--- config.mk ---
export PLATFORM = sky130hd
export DESIGN_NAME = hamming_secded_32_26_codec
export DESIGN_NICKNAME = d
export VERILOG_FILES = /design/src/hdl/hsc_pkg.sv /design/src/hdl/hsc_core.sv /design/src/hdl/hamming_secded_32_26_codec.sv
export SDC_FILE = /design/constraint.sdc
export NUM_CORES = 1
export LEC_CHECK = 0
export ABC_AREA = 1
export CAP_MARGIN = 0
export CORE_ASPECT_RATIO = 1.2
export CORE_MARGIN = 3
export CORE_UTILIZATION = 30
export DETAILED_ROUTE_END_ITERATION = 8
export DONT_BUFFER_PORTS = 1
export PLACE_DENSITY = 0.51
export SETUP_SLACK_MARGIN = 0.05
export SYNTH_ARGS = -nofsm -noshare
export SYNTH_HDL_FRONTEND = slang
export SYNTH_SLANG_ARGS = --single-unit
--- constraint.sdc ---
create_clock -name clk_i -period 1.83 [get_ports clk_i]
set_input_delay 0.366 -clock clk_i [delete_from_list [all_inputs] [get_ports clk_i]]
set_output_delay 0.366 -clock clk_i [all_outputs]
set_load 0.05 [all_outputs]
--- src/hdl/hsc_pkg.sv ---
// ----------------------------------------------------------------------------
// hsc_pkg
// Types, codes and parity helpers for the 32/26 SECDED codec.
// ----------------------------------------------------------------------------
package hsc_pkg;

  localparam int unsigned WordW = 32;
  localparam int unsigned DataW = 26;
  localparam int unsigned SyndW = 5;

  // Operation codes
  localparam logic OP_ENCODE = 1'b0;
  localparam logic OP_DECODE = 1'b1;

  // Status codes
  localparam logic [1:0] STAT_CLEAN     = 2'd0;
  localparam logic [1:0] STAT_CORRECTED = 2'd1;
  localparam logic [1:0] STAT_DOUBLE    = 2'd2;

  // Syndrome bit k covers every position whose index has bit k set
  localparam logic [WordW-1:0] SYND_MASK [SyndW] = '{
    32'hAAAA_AAAA, 32'hCCCC_CCCC, 32'hF0F0_F0F0, 32'hFF00_FF00, 32'hFFFF_0000
  };

  typedef struct packed {
    logic             opcode;
    logic [WordW-1:0] word;
  } cmd_t;

  typedef struct packed {
    logic [WordW-1:0] result_word;
    logic [1:0]       status;
  } rsp_t;

  function automatic logic [SyndW-1:0] syndrome(input logic [WordW-1:0] w);
    logic [SyndW-1:0] s;
    for (int k = 0; k < SyndW; k++) begin
      s[k] = ^(w & SYND_MASK[k]);
    end
    return s;
  endfunction

  // Data bits go to the positions above 0 that are not powers of two
  function automatic logic [WordW-1:0] place_data(input logic [DataW-1:0] d);
    logic [WordW-1:0] cw;
    cw        = '0;
    cw[3]     = d[0];
    cw[7:5]   = d[3:1];
    cw[15:9]  = d[10:4];
    cw[31:17] = d[25:11];
    return cw;
  endfunction

  function automatic logic [DataW-1:0] extract_data(input logic [WordW-1:0] cw);
    return {cw[31:17], cw[15:9], cw[7:5], cw[3]};
  endfunction

endpackage

--- src/hdl/hsc_core.sv ---
// ----------------------------------------------------------------------------
// hsc_core
// Single-pass encode / decode logic between the input and result registers.
// ----------------------------------------------------------------------------
module hsc_core import hsc_pkg::*; (
  input  cmd_t cmd_i,
  output rsp_t rsp_o
);

  logic [WordW-1:0] enc_base;
  logic [SyndW-1:0] enc_chk;
  logic [WordW-1:0] enc_word;
  logic [SyndW-1:0] dec_synd;
  logic             dec_par;
  logic [WordW-1:0] dec_fixed;

  // Encode: check bits from the placed data, then overall parity over 31..1
  always_comb begin
    enc_base     = place_data(cmd_i.word[DataW-1:0]);
    enc_chk      = syndrome(enc_base);
    enc_word     = enc_base;
    enc_word[1]  = enc_chk[0];
    enc_word[2]  = enc_chk[1];
    enc_word[4]  = enc_chk[2];
    enc_word[8]  = enc_chk[3];
    enc_word[16] = enc_chk[4];
    enc_word[0]  = ^enc_word[WordW-1:1];
  end

  always_comb begin
    dec_synd  = syndrome(cmd_i.word);
    dec_par   = ^cmd_i.word;
    // syndrome zero with odd parity flips bit 0, which holds no data
    dec_fixed = cmd_i.word ^ (WordW'(1) << dec_synd);
  end

  always_comb begin
    rsp_o = '0;
    unique case (cmd_i.opcode)
      OP_ENCODE: begin
        rsp_o.result_word = enc_word;
        rsp_o.status      = STAT_CLEAN;
      end
      OP_DECODE: begin
        priority if (dec_par) begin
          rsp_o.result_word = WordW'(extract_data(dec_fixed));
          rsp_o.status      = STAT_CORRECTED;
        end else if (dec_synd != '0) begin
          rsp_o.result_word = '0;
          rsp_o.status      = STAT_DOUBLE;
        end else begin
          rsp_o.result_word = WordW'(extract_data(cmd_i.word));
          rsp_o.status      = STAT_CLEAN;
        end
      end
      default: rsp_o = '0;
    endcase
  end

endmodule

--- src/hdl/hamming_secded_32_26_codec.sv ---
// ----------------------------------------------------------------------------
// hamming_secded_32_26_codec
// Extended Hamming SECDED encoder / decoder, one word per cycle.
// ----------------------------------------------------------------------------
//  Channel  | Ports              | Transfer
//  ---------+--------------------+----------------------------------
//  command  | start, busy, cmd_i | start high while busy low
//  result   | done_o, rsp_o      | done_o high, one cycle, no stall
//
//  A command is registered on transfer and its result is registered on the
//  next edge, when done_o rises; the result then transfers to the receiver.
//  The encode/decode logic is one combinational pass, so a new command is
//  taken every cycle and busy stays low.
//  Reset clears the valid flags only; no result is lost to stalls as the
//  receiver always takes it.
// ----------------------------------------------------------------------------
module hamming_secded_32_26_codec import hsc_pkg::*; (
  input  logic clk_i,
  input  logic rst_ni,
  input  logic start,
  input  cmd_t cmd_i,
  output logic busy,
  output logic done_o,
  output rsp_t rsp_o
);

  logic valid_q, valid_d;
  cmd_t cmd_q;
  logic done_q;
  rsp_t rsp_q;
  rsp_t core_rsp;

  assign busy    = 1'b0;
  assign valid_d = start & ~busy;

  always_ff @(posedge clk_i or negedge rst_ni) begin
    if (!rst_ni) begin
      valid_q <= 1'b0;
      done_q  <= 1'b0;
    end else begin
      valid_q <= valid_d;
      done_q  <= valid_q;
    end
  end

  always_ff @(posedge clk_i) begin
    if (valid_d) begin
      cmd_q <= cmd_i;
    end
    if (valid_q) begin
      rsp_q <= core_rsp;
    end
  end

  hsc_core u_core (
    .cmd_i (cmd_q),
    .rsp_o (core_rsp)
  );

  assign done_o = done_q;
  assign rsp_o  = rsp_q;

  // A fresh codeword must check clean
  a_enc_clean: assert property (@(posedge clk_i) disable iff (!rst_ni)
    valid_q && cmd_q.opcode == OP_ENCODE |->
      syndrome(core_rsp.result_word) == '0 && ^core_rsp.result_word == 1'b0)
    else $error("encoded word fails its own check");

  a_dec_narrow: assert property (@(posedge clk_i) disable iff (!rst_ni)
    valid_q && cmd_q.opcode == OP_DECODE |-> core_rsp.result_word[WordW-1:DataW] == '0)
    else $error("decoded data wider than 26 bits");

  a_double_zero: assert property (@(posedge clk_i) disable iff (!rst_ni)
    done_o && rsp_o.status == STAT_DOUBLE |-> rsp_o.result_word == '0)
    else $error("double error result not cleared");

  a_done_src: assert property (@(posedge clk_i) disable iff (!rst_ni)
    done_o |-> $past(start, 2))
    else $error("result without a command two cycles earlier");

endmodule

==> run summary <==
Worst-Skew Late Latency -> 0.35 ns
peak fanout along the critical path -> 5
slowest cell on the critical path -> edfxtp_1
Final Critical Period -> 2.30 ns
CTS tree -> done
hold crit path type -> primary input to flop
status -> finished with violations
FF-to-FF End -> rsp_o[20]$_DFFE_PP_
Seq pwr share -> 0.318
met1 Use GR -> 0.224
P_sw -> 3.40 mW
grt total ovfl -> 0
commonest non-fill, non-tap cell in the layout -> nand2_1
worst hold endpoint -> valid_q$_DFF_PN0_
Layout area overhead -> 50.5%
final worst-path setup slack -> -0.474 ns
gpl congestion -> 0.912
CP Data Arrival Time -> 2.52 ns
fmax -> 434 MHz
Rows -> 53
num ports -> 72
global-route wire length before repair -> 28600 um
final hold violation count -> 0
grt met2 use -> 0.312
root buf cell -> clkbuf_16
most frequent cells in the layout -> nand2_1 (369), buf_4 (161), nand2_2 (109), edfxtp_1 (67), nand3_1 (36)
switching power share of the total -> 0.417
number of max-cap violations -> 0
Syn Area/Cell -> 6.60 um^2
RSZ-0062 raised after global routing -> true
synth warn -> 0
clock buffer depth -> 2
combinational share of power -> 0.446
GR Util All Layers -> 0.185
drt pass-1 iters -> 5
violated checks -> setup timing
Int Power -> 4.76 mW
Tcrit/Tclk final -> 1.26
Inst Count DP -> 1151
dpl hpwl -> 14000 um
cell count of the worst reg-to-reg path -> 18
Nets -> 1045
Worst Min Path Start -> start
DR DRC count -> 0
Initial Util -> 0.310
initial antenna violation count -> 1
number of fill cells -> 1683
drt total wl -> 18600 um
Non-Filler Instances -> 1235
remaining antenna violation count -> 0
Slew Limit Fails -> 0
Post-Syn Area -> 0.00548 mm^2
Max VDD drop -> 569 uV
GRT busiest layer -> met2
vias in the first global route -> 5435
DR vias -> 5805
Initial DRC Count -> 378
total CTS buffers -> 9
Power Density -> 988 mW/mm^2
Hold Path Stages -> 0
clock-pin slew on the worst setup and hold paths -> 0.06 ns
M3 GR Usage -> 0.0358
Die Span X -> 129 um
mean routed wirelength per cell -> 15.1 um
Worst path max stage delay -> 0.51 ns
Die ar. -> 0.0199 mm^2
Critical Path End Type -> flop
DIE HEIGHT -> 154 um
H-tree lvl count -> 3
r2r startpoint -> cmd_q[14]$_DFFE_PP_
Setup TNS Final -> -11.84 ns
area of the core -> 0.0177 mm^2
Worst EP required -> 2.04 ns
CP cell instances -> inv_2, nand2_2, nand2_4, nand2_2, nand2_4, inv_4, nand2_2, nand2_4, nand2_4, nand2_4, nor2_4, nand3_2, nand2_4, buf_6, nand2_2, nand2_2, nand3_2, nand2_2
layout cells sized above 1 -> 0.453
via density per instance -> 4.70
clock share of power -> 0.236
flop2flop setup slack -> -0.47 ns
Syn Inst Count -> 831
largest net degree at the start of global routing -> 35
clk sinks -> 69
Crit Path Category -> flop to flop
final setup fails -> 28
Yosys reg bits -> 69
Leakage Power -> 4.07 nW
syn_nets -> 867
Worst Clk Skew -> 0.00746 ns
Yosys cell types -> 28
critical path launch point type -> flop
sequential cell area fraction in the yosys report -> 0.376
I/O Buffers -> 0
-- area by class of cell --
type                            count  area, um^2  area share
Clock inverter                      6        95.1      0.0115
Timing Repair Buffer              189        1550       0.188
Antenna cell                        1        2.50    0.000303
Clock buffer                       10         229      0.0277
Sequential cell                    69        2060       0.250
Inverter                           71         309      0.0374
Multi-Input combinational cell    669        3730       0.452
Tap cell                          220         275      0.0333
-- kinds of logic (layout without fill, tap and decap cells) --
| kind of cell | Yosys count | after routing | synth area share |
|---|---|---|---|
| buffers and inverters | 94 | 276 | 0.0856 |
| other | 1 | 2 | 0.000684 |
| DFF | 69 | 69 | 0.376 |
| xor gates and xnor gates | 24 | 24 | 0.0383 |
| AOI/OAI and AO/OA | 23 | 23 | 0.0233 |
| and+or+nand+nor | 620 | 621 | 0.476 |
-- what timing repair did --
action / CTS / global route
buffers inserted: 42 / 24
endpoints found under the setup margin: 28 / 28
resized for setup: 94 / 160
endpoints found under the hold margin: 2 / 0
pin swaps: 33 / 67
hold buffers: 1 / 0
cloned: 1 / 0
-- worst max path at each step --
stage | slack (ns) | startpoint | to | depth (start not counted)
2_1_floorplan | -0.14 | cmd_q[25]$_DFFE_PP_ | rsp_o[16]$_DFFE_PP_ | 20
3_3_place_gp | -0.56 | cmd_q[19]$_DFFE_PP_ | rsp_o[9]$_DFFE_PP_ | 18
3_5_place_dp | -0.57 | cmd_q[23]$_DFFE_PP_ | rsp_o[20]$_DFFE_PP_ | 17
4_1_cts | -0.38 | cmd_q[23]$_DFFE_PP_ | rsp_o[20]$_DFFE_PP_ | 17
5_1_grt | -0.56 | cmd_q[14]$_DFFE_PP_ | rsp_o[22]$_DFFE_PP_ | 17
6_report | -0.47 | cmd_q[14]$_DFFE_PP_ | rsp_o[20]$_DFFE_PP_ | 18
-- stage by stage --
| step | area, um^2 | total power [mW] | hold slack [ns] | setup WS [ns] | utilization |
|---|---|---|---|---|---|
| 6_report | 8250 | 8.16 | 0.0489 | -0.474 | 0.466 |
| 5_1_grt | 8250 | 8.61 | 0.0374 | -0.557 | 0.466 |
| 4_1_cts | 7530 | 7.64 | 0.0358 | -0.384 | 0.425 |
| 3_5_place_dp | 6540 | 5.19 | 0.0705 | -0.567 | 0.369 |
| 3_3_place_gp | 6540 | 5.18 | 0.0705 | -0.563 | 0.369 |
| 2_1_floorplan | 5510 | 4.23 | 0.0704 | -0.141 | - |
-- flip-flops by register name, summed over array words and instances, names as in the netlist --
name     count
valid_q      1
cmd_q       33
rsp_o       34
done_o       1
-- worst max-delay path: cells and delay by family, from the launching register on --
| kind | cells | cell delay (ns) |
|---|---|---|
| and+or+nand+nor | 15 | 1.31 |
| DFF | 1 | 0.51 |
| buffers and inverters | 3 | 0.33 |
-- cell usage after synthesis --
master | count | area share
nand3_1 | 58 | 0.053
buf_8 | 1 | 0.0027
nand3b_2 | 3 | 0.0062
o21ai_1 | 1 | 0.00091
o21ai_2 | 1 | 0.0016
nor2_1 | 39 | 0.027
a31oi_1 | 3 | 0.0034
nand2_2 | 31 | 0.035
nand3_2 | 8 | 0.015
inv_1 | 40 | 0.027
conb_1 | 1 | 0.00068
inv_2 | 25 | 0.017
xnor2_1 | 11 | 0.018
xor2_1 | 13 | 0.021
inv_4 | 6 | 0.0068
o21ai_0 | 14 | 0.013
clkbuf_1 | 3 | 0.0021
buf_6 | 9 | 0.018
o22ai_1 | 4 | 0.0046
dfrtp_1 | 2 | 0.0091
buf_2 | 6 | 0.0055
nand2_4 | 6 | 0.012
edfxtp_1 | 67 | 0.37
nand4_1 | 2 | 0.0023
nand2_1 | 471 | 0.32
nor2_4 | 1 | 0.0021
nor2_2 | 1 | 0.0011
buf_4 | 4 | 0.0055
-- power by group through the flow --
stage | Combinational (mW) | Sequential [mW] | Clock (mW)
floorplan | 1.66 | 2.57 | 0
global placement | 2.54 | 2.64 | 0
detailed placement | 2.55 | 2.64 | 0
CTS | 3.06 | 2.60 | 1.98
global route | 3.95 | 2.62 | 2.04
finish | 3.64 | 2.59 | 1.92
-- metal layers --
layer	up-vias	routed length, um
li1	2962	-
met1	2659	7730
met2	140	9300
met3	44	764
met4	0	823
met5	-	0
No activity file was read; power rests on OpenSTA's default activity.
